### src/hw/rtl/mcft_pkg.sv
// shared constants, types and crc function for the motor command frame translator
// no dependencies
package mcft_pkg;

    localparam int ID_W  = 4;
    localparam int IDX_W = 3;

    typedef logic [ID_W-1:0]  mcft_id_t;
    typedef logic [IDX_W-1:0] mcft_idx_t;
    typedef logic [7:0]       mcft_byte_t;

    localparam mcft_byte_t MF_START   = 8'h12;
    localparam mcft_byte_t MF_END     = 8'h13;
    localparam mcft_byte_t MF_CONST   = 8'h01;
    localparam mcft_byte_t MF_POLY    = 8'hD5;
    localparam mcft_byte_t MAG_ESCAPE = 8'd18;
    localparam mcft_byte_t MAG_SUBST  = 8'd17;
    localparam mcft_id_t   MOTOR0_ID  = 4'd2;

    // byte slots of one motor frame
    localparam mcft_idx_t FB_START = 3'd0;
    localparam mcft_idx_t FB_ID    = 3'd1;
    localparam mcft_idx_t FB_CONST = 3'd2;
    localparam mcft_idx_t FB_DIR   = 3'd3;
    localparam mcft_idx_t FB_MAG   = 3'd4;
    localparam mcft_idx_t FB_CRC   = 3'd5;
    localparam mcft_idx_t FB_END   = 3'd6;

    // reflected crc-8, one data byte, lsb first
    function automatic mcft_byte_t crc8_byte(input mcft_byte_t crc_in, input mcft_byte_t data);
        mcft_byte_t c;
        mcft_byte_t d;
        logic       mix;
        c = crc_in;
        d = data;
        for (int k = 0; k < 8; k++) begin
            mix = c[0] ^ d[0];
            c   = {1'b0, c[7:1]};
            if (mix) begin
                c = c ^ MF_POLY;
            end
            d = {1'b0, d[7:1]};
        end
        return c;
    endfunction

endpackage

### src/hw/rtl/mcft_frame_byte.sv
// motor frame byte generator: field decode, crc and byte select for one slot
// depends on mcft_pkg
module mcft_frame_byte (
    input  mcft_pkg::mcft_id_t   motor_id,
    input  mcft_pkg::mcft_byte_t cmd_byte,
    input  mcft_pkg::mcft_idx_t  slot,
    output mcft_pkg::mcft_byte_t tx_byte,
    output logic                 frame_end
);

    mcft_pkg::mcft_byte_t id_byte;
    mcft_pkg::mcft_byte_t dir_byte;
    mcft_pkg::mcft_byte_t mag_raw;
    mcft_pkg::mcft_byte_t mag_byte;
    mcft_pkg::mcft_byte_t crc_byte;

    assign id_byte  = 8'(motor_id);
    assign dir_byte = {7'd0, ~cmd_byte[7]};
    assign mag_raw  = {cmd_byte[6:0], 1'b0};
    assign mag_byte = (mag_raw == mcft_pkg::MAG_ESCAPE) ? mcft_pkg::MAG_SUBST : mag_raw;

    assign crc_byte = mcft_pkg::crc8_byte(
                          mcft_pkg::crc8_byte(
                              mcft_pkg::crc8_byte(
                                  mcft_pkg::crc8_byte(8'd0, id_byte),
                                  mcft_pkg::MF_CONST),
                              dir_byte),
                          mag_byte);

    always_comb begin
        unique case (slot)
            mcft_pkg::FB_START: tx_byte = mcft_pkg::MF_START;
            mcft_pkg::FB_ID:    tx_byte = id_byte;
            mcft_pkg::FB_CONST: tx_byte = mcft_pkg::MF_CONST;
            mcft_pkg::FB_DIR:   tx_byte = dir_byte;
            mcft_pkg::FB_MAG:   tx_byte = mag_byte;
            mcft_pkg::FB_CRC:   tx_byte = crc_byte;
            mcft_pkg::FB_END:   tx_byte = mcft_pkg::MF_END;
            default:            tx_byte = mcft_pkg::MF_END;
        endcase
    end

    assign frame_end = (slot == mcft_pkg::FB_END);

endmodule

### src/hw/rtl/motor_command_frame_translator_top.sv
// top level of the motor command frame translator: position counter, frame register,
// byte serializer and output register; depends on mcft_pkg and mcft_frame_byte
//
// channel  | ports                              | dir
// s        | s_valid s_ready s_rx_byte          | in, upstream command bytes
// m        | m_valid m_ready m_tx_byte m_frame_end | out, motor frame bytes
//
// a byte at positions 1..MOTOR_COUNT yields seven output items, one per cycle unless m_ready stalls,
// so a new such byte waits until the output serializer has sent the previous frame
// other positions are always ready, even while a frame drains
// the next motor byte is taken in the cycle the last byte of the previous frame moves out
// synchronous active-low reset clears the position, frame and output valid state
module motor_command_frame_translator_top #(
    parameter int UPSTREAM_FRAME_LEN = 16,
    parameter int MOTOR_COUNT        = 8
) (
    input  logic       aclk,
    input  logic       aresetn,
    input  logic       s_valid,
    output logic       s_ready,
    input  logic [7:0] s_rx_byte,
    output logic       m_valid,
    input  logic       m_ready,
    output logic [7:0] m_tx_byte,
    output logic       m_frame_end
);

    localparam int POS_W = $clog2(UPSTREAM_FRAME_LEN);

    logic [POS_W-1:0]     pos_reg, pos_next;
    logic                 frame_valid_reg, frame_valid_next;
    mcft_pkg::mcft_idx_t  idx_reg, idx_next;
    mcft_pkg::mcft_id_t   id_reg;
    mcft_pkg::mcft_byte_t data_reg;
    logic                 m_valid_reg, m_valid_next;
    mcft_pkg::mcft_byte_t m_tx_byte_reg;
    logic                 m_frame_end_reg;

    logic                 in_motor;
    logic                 idx_last;
    logic                 out_load;
    logic                 slot_free;
    logic                 s_acc;
    logic                 take;
    mcft_pkg::mcft_id_t   id_in;
    mcft_pkg::mcft_byte_t gen_byte;
    logic                 gen_end;

    assign in_motor  = (pos_reg != '0) && (8'(pos_reg) <= 8'(MOTOR_COUNT));
    assign idx_last  = (idx_reg == mcft_pkg::FB_END);
    assign out_load  = frame_valid_reg && (!m_valid_reg || m_ready);
    assign slot_free = !frame_valid_reg || (out_load && idx_last);
    assign s_ready   = !in_motor || slot_free;
    assign s_acc     = s_valid && s_ready;
    assign take      = s_acc && in_motor;
    assign id_in     = (pos_reg == POS_W'(1)) ? mcft_pkg::MOTOR0_ID
                                              : mcft_pkg::mcft_id_t'(pos_reg);

    always_comb begin
        pos_next = pos_reg;
        if (s_acc) begin
            pos_next = (pos_reg == POS_W'(UPSTREAM_FRAME_LEN - 1)) ? '0
                                                                  : POS_W'(pos_reg + 1'b1);
        end
    end

    always_comb begin
        frame_valid_next = frame_valid_reg;
        idx_next         = idx_reg;
        if (out_load) begin
            idx_next = mcft_pkg::mcft_idx_t'(idx_reg + 1'b1);
            if (idx_last) begin
                frame_valid_next = 1'b0;
            end
        end
        if (take) begin
            frame_valid_next = 1'b1;
            idx_next         = mcft_pkg::FB_START;
        end
    end

    always_comb begin
        m_valid_next = m_valid_reg;
        if (out_load) begin
            m_valid_next = 1'b1;
        end else if (m_ready) begin
            m_valid_next = 1'b0;
        end
    end

    mcft_frame_byte u_frame_byte (
        .motor_id  (id_reg),
        .cmd_byte  (data_reg),
        .slot      (idx_reg),
        .tx_byte   (gen_byte),
        .frame_end (gen_end)
    );

    always_ff @(posedge aclk) begin
        if (!aresetn) begin
            pos_reg         <= '0;
            frame_valid_reg <= 1'b0;
            idx_reg         <= mcft_pkg::FB_START;
            m_valid_reg     <= 1'b0;
        end else begin
            pos_reg         <= pos_next;
            frame_valid_reg <= frame_valid_next;
            idx_reg         <= idx_next;
            m_valid_reg     <= m_valid_next;
        end
    end

    always_ff @(posedge aclk) begin
        if (take) begin
            id_reg   <= id_in;
            data_reg <= s_rx_byte;
        end
        if (out_load) begin
            m_tx_byte_reg   <= gen_byte;
            m_frame_end_reg <= gen_end;
        end
    end

    assign m_valid     = m_valid_reg;
    assign m_tx_byte   = m_tx_byte_reg;
    assign m_frame_end = m_frame_end_reg;

`ifndef SYNTHESIS
    a_end_marker: assert property (@(posedge aclk) disable iff (!aresetn)
        m_valid_reg && m_frame_end_reg |-> m_tx_byte_reg == mcft_pkg::MF_END)
        else $error("frame end flag without end marker");

    a_idx_range: assert property (@(posedge aclk) disable iff (!aresetn)
        frame_valid_reg |-> idx_reg <= mcft_pkg::FB_END)
        else $error("frame slot index out of range");

    a_no_overwrite: assert property (@(posedge aclk) disable iff (!aresetn)
        take |-> !frame_valid_reg || (out_load && idx_last))
        else $error("motor item taken over a frame still draining");

    a_start_first: assert property (@(posedge aclk) disable iff (!aresetn)
        out_load && idx_reg == mcft_pkg::FB_START |=> m_tx_byte_reg == mcft_pkg::MF_START)
        else $error("frame does not open with start marker");

    a_take_restarts: assert property (@(posedge aclk) disable iff (!aresetn)
        take |=> frame_valid_reg && idx_reg == mcft_pkg::FB_START)
        else $error("new frame not started at first slot");
`endif

endmodule
### config.mk
export PLATFORM = sky130hd
export DESIGN_NAME = motor_command_frame_translator_top
export DESIGN_NICKNAME = d
export VERILOG_FILES = /design/src/hw/rtl/mcft_pkg.sv /design/src/hw/rtl/mcft_frame_byte.sv /design/src/hw/rtl/motor_command_frame_translator_top.sv
export SDC_FILE = /design/constraint.sdc
export NUM_CORES = 1
export LEC_CHECK = 0
export BUFFER_PORTS_ARGS = -buffer_cell sky130_fd_sc_hd__buf_2
export CAP_MARGIN = 25
export CORE_AREA = 2 2 81 83
export DETAILED_ROUTE_END_ITERATION = 10
export DIE_AREA = 0 0 83 85
export HOLD_SLACK_MARGIN = 0.08
export PLACE_DENSITY = 0.44
export SETUP_SLACK_MARGIN = 0.1
export SLEW_MARGIN = 10
export SYNTH_ARGS = -nofsm -noshare
export SYNTH_HDL_FRONTEND = slang
export SYNTH_SLANG_ARGS = --single-unit
### constraint.sdc
create_clock -name aclk -period 2.9 [get_ports aclk]
set_clock_uncertainty 0.2 [all_clocks]
set_input_delay 0 -clock aclk [delete_from_list [all_inputs] [get_ports aclk]]
set_output_delay 0 -clock aclk [all_outputs]
set_load 0.03 [all_outputs]
# ---- Word level (Yosys, flattened, before mapping)
# Index checks and enable logic that the tools add are counted.
dict set report op_classes {
  n_addsub 2
  n_mul 0
  div_mod_pow 0
  n_lt_le_gt_ge 1
  eq_ne 9
  shift 0
  muxes 40
  bitwise_logic 45
  reduce_logical 18
}
# op n
set op_table {}
lappend op_table {{2-to-1 mux 8 bit} 33}
lappend op_table {{NOT 4 -> 5 bit} 31}
lappend op_table {{one-hot mux 8 bit (6 select lines)} 1}
lappend op_table {{XOR 1 bit} 12}
lappend op_table {{== test 3 bit, second input constant} 3}
lappend op_table {{== test 7 x 4 -> 1 bit, second input constant} 1}
lappend op_table {{== test 3 x 2 -> 1 bit, second input constant} 2}
lappend op_table {{nonzero test 2 bit} 3}
lappend op_table {{logical AND 1 bit} 5}
lappend op_table {{2-to-1 mux 1 bit} 5}
lappend op_table {{adder 4 x 1 -> 4 bit, second input constant} 1}
lappend op_table {{== test 4 x 1 -> 1 bit, second input constant} 1}
lappend op_table {{== test 4 bit, second input constant} 1}
lappend op_table {{<= comparator 4 bit, second input constant} 1}
lappend op_table {{2-to-1 mux 4 bit} 1}
lappend op_table {{nonzero test 4 bit} 1}
lappend op_table {{adder 3 x 1 -> 3 bit, second input constant} 1}
lappend op_table {{== test 3 x 1 -> 1 bit, second input constant} 1}
lappend op_table {{zero test 1 bit} 3}
lappend op_table {{zero test 3 bit} 1}
lappend op_table {{logical OR 1 bit} 3}
lappend op_table {{NOT 1 bit} 2}
lappend op_table {{AND reduction 2 bit} 1}
lappend op_table {{OR reduction 2 bit} 1}
dict set report totals {
  ff_bits 30
  latchBits 0
  ram_bits 0
  rom_bits 0
  inputBits 12
  output_inout_bits 11
  word_cells 123
  memories 0
}

# ---- Logic depth before layout (Yosys ltp)
# Gate-level depths: netlist of the first run.
dict set report logic_depth {
  depth_word 64
  depth_mapped 8
  mapped_depth_nobuf 7
}

# ---- Hierarchy
# A second synthesis of the first run with hierarchy kept.
dict set report hier_totals {
  hier_cells 145
  area_unflattened_um2 1760.4
}
# mod n_inst cells_each area_per_inst_um2 seq_area_each_um2
set modules_own_cells {}
lappend modules_own_cells {motor_command_frame_translator_top 1 86 1236.2 810.8}
lappend modules_own_cells {mcft_frame_byte 1 59 524.3 0.0}

# ---- Worst setup path after synthesis of the first run
# Ideal clock, no wire load.
dict set report synth_timing {
  kind {register -> register}
  startpoint {reg id_reg[0]}
  endpoint {reg m_tx_byte_reg[7], in the netlist m_tx_byte[7] (data pin)}
  setup_ns 0.259
  t_arrival_ns 1.891
  required_time_ns 2.441
  setup_slack_ns 0.550
  stages_incl_launch_ff 6
  path_buffers 0
  synth_period_minus_slack_ns 2.350
  path_cell_list {edfxtp_1 xnor3_2 xnor3_2 a21oi_1 and4bb_1 a211o_1}
}
dict set report synth_via {
  elab_chain_cells 55
  elab_cells_between_ends 75
  cone_classes {33 x mux; 42 x bitwise}
}
# item line_no
set synth_lines {}
lappend synth_lines {{start, declared} motor_command_frame_translator_top.sv:33} ;# mcft_pkg::mcft_id_t id_reg;
lappend synth_lines {{start signal, assigned} motor_command_frame_translator_top.sv:115} ;# id_reg <= id_in;
lappend synth_lines {{2-to-1 mux 8 bit *} mcft_pkg.sv:39} ;# if (mix) begin
lappend synth_lines {{XOR 1 bit} mcft_pkg.sv:37} ;# mix = c[0] ^ d[0];
lappend synth_lines {{2-to-1 mux 8 bit *} mcft_pkg.sv:39}
lappend synth_lines {{XOR 1 bit} mcft_pkg.sv:37}
lappend synth_lines {{2-to-1 mux 8 bit *} mcft_pkg.sv:39}
lappend synth_lines {{XOR 1 bit} mcft_pkg.sv:37}
lappend synth_lines {{2-to-1 mux 8 bit * (2 in series)} mcft_pkg.sv:39}
lappend synth_lines {{NOT 4 -> 5 bit (no source line) / 2-to-1 mux 8 bit (equally long branches)} -}
lappend synth_lines {{[... 39 more ...]} -}
lappend synth_lines {{XOR 1 bit} mcft_pkg.sv:37}
lappend synth_lines {{2-to-1 mux 8 bit *} mcft_pkg.sv:39}
lappend synth_lines {{XOR 1 bit} mcft_pkg.sv:37}
lappend synth_lines {{2-to-1 mux 8 bit *} mcft_pkg.sv:39}
lappend synth_lines {{XOR 1 bit *} mcft_pkg.sv:37}
lappend synth_lines {{2-to-1 mux 8 bit *} mcft_pkg.sv:39}
lappend synth_lines {{one-hot mux 8 bit (6 select lines) *} mcft_frame_byte.sv:31} ;# unique case (slot)
lappend synth_lines {{via gen_byte[7]} motor_command_frame_translator_top.sv:46} ;# mcft_pkg::mcft_byte_t gen_byte;
lappend synth_lines {{end signal, assigned} motor_command_frame_translator_top.sv:119} ;# m_tx_byte_reg <= gen_byte;
lappend synth_lines {{end, declared} motor_command_frame_translator_top.sv:36} ;# mcft_pkg::mcft_byte_t m_tx_byte_reg;
# Mark *: on every way through the listed nets, which the timed path passes. The rest lies on a longest branch.
# A chain may end at the register's enable or synchronous reset.

# ---- Worst setup path in the final report of the first run
# Same ends and word-level chain as after synthesis.

==> impl_metrics.env, run 1 <==
export IMPL_timing_final_crit_share_pct=86.1
export IMPL_grt_util_met1_pct=12.0
export IMPL_cts_root_buffer="clkbuf_8"
export IMPL_hold_viol_final=0
export IMPL_hold_path_class="in -> reg"
export IMPL_cap_violations=0
export IMPL_final_common_cell="buf_2"
export IMPL_syn_area_per_cell_sq_um=10.7
export IMPL_layout_drive_gt1_share_pct=19.6
export IMPL_place_inst=261
export IMPL_ant_nets=0
export IMPL_ir_worst_vdd_uv=221
export IMPL_boundaryPins=23
export IMPL_tns_ps=0
export IMPL_first_global_vias=1265
export IMPL_hpwlAfterDp_um=2730
export IMPL_cp_end_kind="register"
export IMPL_areaGrowthSynthToFinish_pct=20.3
export IMPL_startpoint_type="register"
export IMPL_power_density_nw_per_um2=505
export IMPL_setup_viol=0
export IMPL_crit_arrival_ps=2320
export IMPL_vias_per_cell=4.77
export IMPL_coreArea_sq_um=6200
export IMPL_synth_nets=189
export IMPL_synthDistinctLibCells=51
export IMPL_fin_ws_ps=402
export IMPL_postCtsSetupBuffers=0
export IMPL_ys_warn_count=0
export IMPL_post_drt_wl_per_cell_um=12.6
export IMPL_initial_core_util_pct=29.1
export IMPL_antenna_cells=0
export IMPL_tightest_slew_ps=461
export IMPL_crit_required_ps=2730
export IMPL_r2r_start="id_reg[0]"
export IMPL_vias=1340
export IMPL_row_count=29
export IMPL_h_tree_depth=2
export IMPL_syn_area_sq_um=1810
export IMPL_die_width_um=83
export IMPL_ys_ff_latch=30
export IMPL_min_period_ps=2500
export IMPL_rsz0062_at_grt="no"
export IMPL_grt_pass1_wl_um=5990
export IMPL_relSlewSlack_pct=69.3
export IMPL_ys_flop_type="edfxtp_1"
export IMPL_drt_total_wl_um=3530
export IMPL_drc=0
export IMPL_fillers=619
export IMPL_p_leak_nw=0.861
export IMPL_status="complete, no violations"
export IMPL_dr_pass1_iters=4
export IMPL_hold_slack_ps=234
export IMPL_synthCells=169
export IMPL_grtUsageMet3_pct=3.60
export IMPL_numPortBuffers=22
export IMPL_layout_common_cells="22 x buf_2, 21 x edfxtp_1, 16 x xnor2_1"
export IMPL_dpl_worst_slack_ps=416
export IMPL_grt_usage_pct=10.7
export IMPL_ff2ff_setup_slack_ps=400
export IMPL_final_cells=281
export IMPL_critical_path_class="reg -> reg"
export IMPL_finalWeightedCongestion=0.863
export IMPL_r2r_end="m_tx_byte[7]"
export IMPL_clk_path_buf_depth=2
export IMPL_die_area_sq_um=7060
export IMPL_cp_endpoint="m_tx_byte[7]"
export IMPL_nets=223
export IMPL_fmaxAchievable_mhz=400
export IMPL_clock_latency_ps=270
export IMPL_cts_tree="yes"
export IMPL_use_met2_pct=18.9
export IMPL_clk_pin_slew_ps=70
export IMPL_antenna_found_initial=0
export IMPL_die_y_um=85
export IMPL_critPathMaxFanout=7
export IMPL_ys_seq_area_share_pct=44.9
export IMPL_slew_viol_final=0
export IMPL_drt_initial_drc_count=115
export IMPL_busiest_layer="met2"
export IMPL_gr_total_overflow=0
export IMPL_grt_max_degree=16
export IMPL_crit_start="id_reg[0]"
export IMPL_synthArstFlopShare_pct=0
export IMPL_synth_edf_count=21
export IMPL_clock_sinks=30
export IMPL_reg2regPathDepth=5
export IMPL_cts_buffers=5
==> metal layers <==
layer  part of all wire (%)  vias to the layer above  wire length, um
met5                      0                        -                0
met4                   0.68                        0               24
met3                    5.2                        2              185
met2                     51                       36             1790
met1                     43                      636             1530
li1                       -                      666                -
==> final cells by class <==
type	count	area [sq um]	share of cell area (%)
repair buffers	36	245	11.3
inverters	9	33.8	1.56
clock inverters	3	16.3	0.749
well taps	77	96.3	4.44
flip-flops and latches	30	811	37.3
multi-input cells	121	901	41.5
clock buffers	5	68.8	3.17
==> report_power, final <==
part	switching [mW]	internal, mW	leakage [nW]
sequential	0.0242	0.490	0.263
combinational	0.137	0.126	0.556
clock	0.155	0.164	0.0416
==> worst min-delay path by stage <==
stage / from / slack (ps) / depth (start not counted) / to
detailed placement: s_rx_byte[7] / -20 / 1 / data_reg[7]
CTS: s_rx_byte[1] / 220 / 2 / data_reg[1]
global placement: s_rx_byte[4] / -20 / 1 / data_reg[4]
floorplan: s_rx_byte[0] / -100 / 0 / data_reg[0]
finish: s_rx_byte[1] / 230 / 2 / data_reg[1]
global route: s_rx_byte[7] / 230 / 2 / data_reg[7]
==> cells in the mapped netlist (all sizes together) (2+ instances only) <==
| master | count | share of area, % |
|---|---|---|
| xor2 | 3 | 1.5 |
| nor3b | 3 | 1.5 |
| o21ai | 11 | 3.0 |
| mux2i | 2 | 1.1 |
| dfxtp | 9 | 10 |
| xnor3 | 3 | 3.9 |
| a21oi | 5 | 1.4 |
| clkbuf | 5 | 1.2 |
| o211ai | 2 | 0.83 |
| nand3 | 6 | 1.9 |
| nor2b | 3 | 1.0 |
| nand2 | 13 | 2.7 |
| ha | 8 | 5.5 |
| edfxtp | 21 | 35 |
| or2 | 2 | 0.69 |
| nand2b | 2 | 0.69 |
| a211oi | 2 | 0.83 |
| nor3 | 2 | 0.55 |
| a21o | 2 | 0.83 |
| buf | 4 | 2.1 |
| and2 | 2 | 0.69 |
| a31oi | 3 | 1.0 |
| nor2 | 12 | 2.6 |
| a21boi | 4 | 1.7 |
| and3 | 2 | 0.76 |
| xnor2 | 16 | 7.8 |
| inv | 9 | 1.9 |
==> through the flow <==
stage	util (%)	total power [mW]	instance area (sq um)
floorplan	-	0.722	1810
finish	35.0	1.10	2170
global route	35.0	1.16	2170
detailed placement	31.7	0.776	1970
global placement	31.7	0.772	1970
CTS	35.0	1.11	2170
==> critical path: stages (launching register included) <==
cell and delay (ps):
edfxtp_1 470, xnor3_2 450, xnor3_2 480, a21oi_1 190, and4bb_1 200, a211o_1 260
==> repair_timing <==
action | in CTS | in global routing
hold buffers | 12 | 0
endpoints found under the hold margin | 17 | 0
gates resized for setup | 0 | 0
==> kinds of logic (layout without fill, tap and decap cells) <==
kind of cell,after synthesis,in the layout,synth area share [%]
adder cells (fa/ha/maj),8,8,5.54
flip-flops,30,30,44.9
multiplexers,2,2,1.11
XOR/XNOR,23,23,14.4
AO/OA/AOI/OAI,37,37,13.5
buffers and inverters,18,53,5.20
AND/OR/NAND/NOR,51,51,15.3
(Power assumes the default switching activity.)
==> run 2: changes to the inputs <==
--- a/config.mk
+++ b/config.mk
@@ -8,6 +8,7 @@
 export BUFFER_PORTS_ARGS = -buffer_cell sky130_fd_sc_hd__buf_2
 export CAP_MARGIN = 25
 export CORE_AREA = 2 2 81 83
+export CTS_BUF_LIST = sky130_fd_sc_hd__clkbuf_4
 export DETAILED_ROUTE_END_ITERATION = 10
 export DIE_AREA = 0 0 83 85
 export HOLD_SLACK_MARGIN = 0.08
==> run 2 against run 1 <==
Against the previous run: global-route usage is 0.062 points lower; highest routed layer unchanged; worst setup slack worse by 7.2 ps; sequential power hardly changed; register-to-register slack hardly changed; worst hold slack worse by 61 ps; clock power is 25% lower; critical endpoint unchanged; combinational power hardly changed; die area stayed put; largest power group unchanged.
==> impl_metrics.env, run 2 (same netlist as run 1, synthesis figures left out) <==
export IMPL_status="complete, no violations"
export IMPL_cp_cell_sequence="xnor3_2 > xnor3_2 > a21oi_1 > and4bb_1 > a211o_1"
export IMPL_p_leak_nw=0.848
export IMPL_dpl_worst_slack_ps=416
export IMPL_pwr_share_seq_pct=50.5
export IMPL_ir_worst_vdd_uv=199
export IMPL_p_comb_share_pct=25.9
export IMPL_cts_tree="yes"
export IMPL_final_common_cell="buf_2"
export IMPL_final_core_util_pct=34.5
export IMPL_critPathMaxFanout=7
export IMPL_crit_top_cell="xnor3_2"
export IMPL_clk_pin_slew_ps=100
export IMPL_dr_pass1_iters=4
export IMPL_h_tree_depth=2
export IMPL_cts_resized=0
export IMPL_hold_viol_final=0
export IMPL_layout_common_cells="22 x buf_2, 21 x edfxtp_1, 16 x xnor2_1"
export IMPL_p_sw_mw=0.312
export IMPL_drt_total_wl_um=3550
export IMPL_drc=0
export IMPL_die_y_um=85
export IMPL_cts_root_buffer="clkbuf_4"
export IMPL_clock_latency_ps=330
export IMPL_crit_arrival_ps=2390
export IMPL_startpoint_type="register"
export IMPL_crit_start="id_reg[0]"
export IMPL_cp_num_buf_inv=0
export IMPL_cp_endpoint="m_tx_byte[7]"
export IMPL_clk_path_buf_depth=2
export IMPL_r2r_start="id_reg[0]"
export IMPL_critPathSlowestCell="edfxtp_1"
export IMPL_antenna_cells=0
export IMPL_tns_ps=0
export IMPL_tightest_slew_ps=461
export IMPL_power_density_nw_per_um2=475
export IMPL_clock_sinks=30
export IMPL_grt_util_met1_pct=12.0
export IMPL_r2r_end="m_tx_byte[7]"
export IMPL_boundaryPins=23
export IMPL_grt_pass1_wl_um=5970
export IMPL_slew_viol_final=0
export IMPL_crit_family="XOR/XNOR gates"
export IMPL_vias=1332
export IMPL_numPortBuffers=22
export IMPL_grt_max_degree=16
export IMPL_areaGrowthSynthToFinish_pct=18.6
export IMPL_setup_viol=0
export IMPL_use_met2_pct=18.9
export IMPL_cts_buffers=5
export IMPL_die_area_sq_um=7060
export IMPL_timing_final_crit_share_pct=86.4
export IMPL_busiest_layer="met2"
export IMPL_grt_usage_pct=10.6
export IMPL_slowest_delay_ps=480
export IMPL_grtUsageMet3_pct=3.31
export IMPL_vias_per_cell=4.74
export IMPL_p_total_mw=1.02
export IMPL_critical_path_class="reg -> reg"
export IMPL_cap_violations=0
export IMPL_cp_end_kind="register"
export IMPL_layout_drive_gt1_share_pct=19.6
export IMPL_hpwlAfterDp_um=2730
export IMPL_fin_ws_ps=395
export IMPL_finalWeightedCongestion=0.863
export IMPL_die_width_um=83
export IMPL_rsz0062_at_grt="no"
export IMPL_post_drt_wl_per_cell_um=12.6
export IMPL_first_global_vias=1262
export IMPL_row_count=29
export IMPL_min_period_ps=2510
export IMPL_initial_core_util_pct=29.1
export IMPL_coreArea_sq_um=6200
export IMPL_relSlewSlack_pct=69.2
export IMPL_drt_initial_drc_count=104
export IMPL_nets=223
export IMPL_crit_required_ps=2790
export IMPL_hold_slack_ps=173
export IMPL_reg2regPathDepth=5
export IMPL_antenna_found_initial=0
export IMPL_gr_total_overflow=0
export IMPL_cp_num_cells=5
export IMPL_fmaxAchievable_mhz=399
export IMPL_sw_frac_of_total_pct=30.7
export IMPL_ant_nets=0
export IMPL_ff2ff_setup_slack_ps=390
export IMPL_hold_path_class="in -> reg"
export IMPL_p_int_mw=0.705
export IMPL_clkPwrFrac_pct=23.6
-- run 2: worst register-to-register path, delay by kind of cell, from the launching register on --
family	cells	cell delay, ps
DFF	1	480
xor gates and xnor gates	2	930
and+or+nand+nor	1	200
AOI/OAI and AO/OA	2	450
-- run 2: worst min-delay path by stage --
stage / cells after the start / end / slack [ps] / from
after floorplan: 0 / data_reg[0] / -100 / s_rx_byte[0]
after global placement: 1 / data_reg[4] / -20 / s_rx_byte[4]
after detailed placement: 1 / data_reg[7] / -20 / s_rx_byte[7]
after CTS: 2 / data_reg[1] / 150 / s_rx_byte[1]
after global routing: 2 / data_reg[7] / 160 / s_rx_byte[7]
final: 2 / data_reg[1] / 170 / s_rx_byte[1]
-- run 2: power groups by stage --
stage	Clock (mW)	Sequential, mW	Combinational (mW)
finish	0.240	0.513	0.264
detailed placement	0	0.524	0.253
global placement	0	0.522	0.250
floorplan	0	0.530	0.193
CTS	0.253	0.514	0.266
global route	0.269	0.517	0.291
-- run 2: final cells by class --
| cell class | instances | area, sq um |
|---|---|---|
| Multi-Input combinational cell | 121 | 901 |
| Clock buffer | 5 | 37.5 |
| Sequential cell | 30 | 811 |
| Clock inverter | 3 | 16.3 |
| Fill cell | 618 | 4060 |
| Tap cell | 77 | 96.3 |
| Timing Repair Buffer | 36 | 245 |
| Inverter | 9 | 33.8 |
-- run 2: metal layers --
layer  share of wire (%)  wire [um]
met1                  43       1520
met3                 4.9        174
met2                  51       1800
met5                   0          0
met4                 1.7         59
-- run 2: repair_timing --
item                      in CTS  in global routing
setup buffers                  0                  0
hold buffers                  12                  0
hold endpoints to repair      26                  0
-- run 2: metrics by stage --
stage	instances	cell area, sq um
after floorplan	169	1810
after global placement	261	1970
after detailed placement	261	1970
after CTS	281	2140
after global routing	281	2140
final	281	2140
==> run 3: changes to the inputs <==
--- a/config.mk
+++ b/config.mk
@@ -5,6 +5,7 @@
 export SDC_FILE = /design/constraint.sdc
 export NUM_CORES = 1
 export LEC_CHECK = 0
+export ABC_CLOCK_PERIOD_IN_PS = 2900
 export BUFFER_PORTS_ARGS = -buffer_cell sky130_fd_sc_hd__buf_2
 export CAP_MARGIN = 25
 export CORE_AREA = 2 2 81 83
@@ -12,7 +13,7 @@
 export DETAILED_ROUTE_END_ITERATION = 10
 export DIE_AREA = 0 0 83 85
 export HOLD_SLACK_MARGIN = 0.08
-export PLACE_DENSITY = 0.44
+export PLACE_DENSITY_LB_ADDON = 0.05
 export SETUP_SLACK_MARGIN = 0.1
 export SLEW_MARGIN = 10
 export SYNTH_ARGS = -nofsm -noshare
==> run 3 against run 2 <==
Against the previous run: first-iteration DRC count down 12%; register-to-register slack better by 20 ps; fmax up 0.82%; flip-flop and latch count unchanged; wire length up 4.3%; sequential power about the same; cell count unchanged; non-clock buffer count unchanged; count of clock-buffer cells in the layout unchanged; worst hold slack better by 16 ps; power down 0.55%; critical path type unchanged; highest routed layer unchanged.
==> impl_metrics.env, run 3 (same netlist as run 1, synthesis figures left out) <==
export IMPL_cts_hold_buf=12
export IMPL_layout_drive_gt1_share_pct=18.6
export IMPL_grt_usage_pct=11.0
export IMPL_multi_input_area_sq_um=901
export IMPL_fin_ws_ps=415
export IMPL_cts_resized=0
export IMPL_fmaxAchievable_mhz=402
export IMPL_fillers=640
export IMPL_cts_buffers=5
export IMPL_crit_arrival_ps=2370
export IMPL_clk_pin_slew_ps=100
export IMPL_p_total_mw=1.01
export IMPL_die_y_um=85
export IMPL_post_drt_wl_per_cell_um=13.2
export IMPL_hold_viol_final=0
export IMPL_initial_core_util_pct=29.1
export IMPL_cap_violations=0
export IMPL_p_comb_share_pct=26.2
export IMPL_gr_total_overflow=0
export IMPL_finalWeightedCongestion=0.810
export IMPL_startpoint_type="register"
export IMPL_sw_frac_of_total_pct=30.7
export IMPL_clkPwrFrac_pct=23.0
export IMPL_hold_depth=2
export IMPL_status="complete, no violations"
export IMPL_grt_max_degree=16
export IMPL_vias_per_cell=4.78
export IMPL_die_area_sq_um=7060
export IMPL_crit_required_ps=2790
export IMPL_nets=223
export IMPL_final_cells=281
export IMPL_ir_worst_vdd_uv=135
export IMPL_areaGrowthSynthToFinish_pct=18.3
export IMPL_setup_viol=0
export IMPL_clock_latency_ps=320
export IMPL_relSlewSlack_pct=71.5
export IMPL_p_sw_mw=0.310
export IMPL_critical_path_class="reg -> reg"
export IMPL_pwr_share_seq_pct=50.7
export IMPL_cts_root_buffer="clkbuf_4"
export IMPL_antenna_found_initial=0
export IMPL_tightest_slew_ps=427
export IMPL_dr_pass1_iters=4
export IMPL_min_period_ps=2490
export IMPL_reg2regPathDepth=5
export IMPL_seq_area_sq_um=811
export IMPL_drt_total_wl_um=3700
export IMPL_boundaryPins=23
export IMPL_grt_pass1_wl_um=6340
export IMPL_drc=0
export IMPL_tns_ps=0
export IMPL_drt_initial_drc_count=92
export IMPL_hold_path_class="in -> reg"
export IMPL_clock_sinks=30
export IMPL_power_density_nw_per_um2=473
export IMPL_dpl_worst_slack_ps=435
export IMPL_final_core_util_pct=34.4
export IMPL_die_width_um=83
export IMPL_p_leak_nw=0.847
export IMPL_postCtsSetupBuffers=0
export IMPL_slew_viol_final=0
export IMPL_place_inst=261
export IMPL_hpwlAfterDp_um=2850
export IMPL_timing_final_crit_share_pct=85.7
export IMPL_first_global_vias=1334
export IMPL_h_tree_depth=2
export IMPL_rsz0062_at_grt="no"
export IMPL_clk_path_buf_depth=2
export IMPL_numPortBuffers=22
export IMPL_cp_end_kind="register"
export IMPL_critPathMaxFanout=7
export IMPL_antenna_cells=0
export IMPL_ant_nets=0
export IMPL_layout_common_cells="22 x buf_2, 21 x edfxtp_1, 16 x xnor2_1"
export IMPL_p_int_mw=0.701
export IMPL_cts_tree="yes"
export IMPL_coreArea_sq_um=6200
export IMPL_vias=1342
export IMPL_row_count=29
export IMPL_final_common_cell="buf_2"
## run 3: cell types whose count changed in the layout (fill, tap and decap cells not counted), sizes merged
cell	previous run	this run
clkinv	2	3
clkinvlp	1	0
## run 3: final cells by class
cell class              instances  share of cell area, %
clock inverters                 3                  0.527
multi-input cells             121                   42.2
clock buffers                   5                   1.76
well taps                      77                   4.51
inverters                       9                   1.58
repair buffers                 36                   11.5
flip-flops and latches         30                   38.0
## run 3: layer usage
metal	global-route usage, %	routed length [um]	up-vias
met5	0	0	-
li1	-	-	670
met1	13.7	1730	633
met4	3.73	38	0
met2	18.1	1720	35
met3	3.79	212	4
## run 3: power groups by stage
stage	Sequential (mW)	Combinational, mW	Clock (mW)
2_1_floorplan	0.530	0.193	0
3_3_place_gp	0.523	0.253	0
3_5_place_dp	0.523	0.254	0
4_1_cts	0.513	0.268	0.247
5_1_grt	0.517	0.290	0.268
6_report	0.513	0.265	0.233
## run 3: worst paths after layout
check / from / endpoint / slack (ps)
worst max-delay path: id_reg[0] / m_tx_byte[7] / 410
worst min-delay path: s_rx_byte[3] / data_reg[3] / 190
worst max register to register: id_reg[0] / m_tx_byte[7] / 410
worst min register to register: pos_reg[0] / pos_reg[0] / 350
## run 3: worst max-delay path, stage by stage (launching register included)
cell	delay, ps
edfxtp_1	490
xnor3_2	450
xnor3_2	470
a21oi_1	170
and4bb_1	200
a211o_1	260
## run 3: through the flow
step | cell area [sq um] | hold slack, ps
finish | 2140 | 189
detailed placement | 1970 | -19.3
CTS | 2140 | 168
global route | 2140 | 176
floorplan | 1810 | -101
global placement | 1970 | -23.9
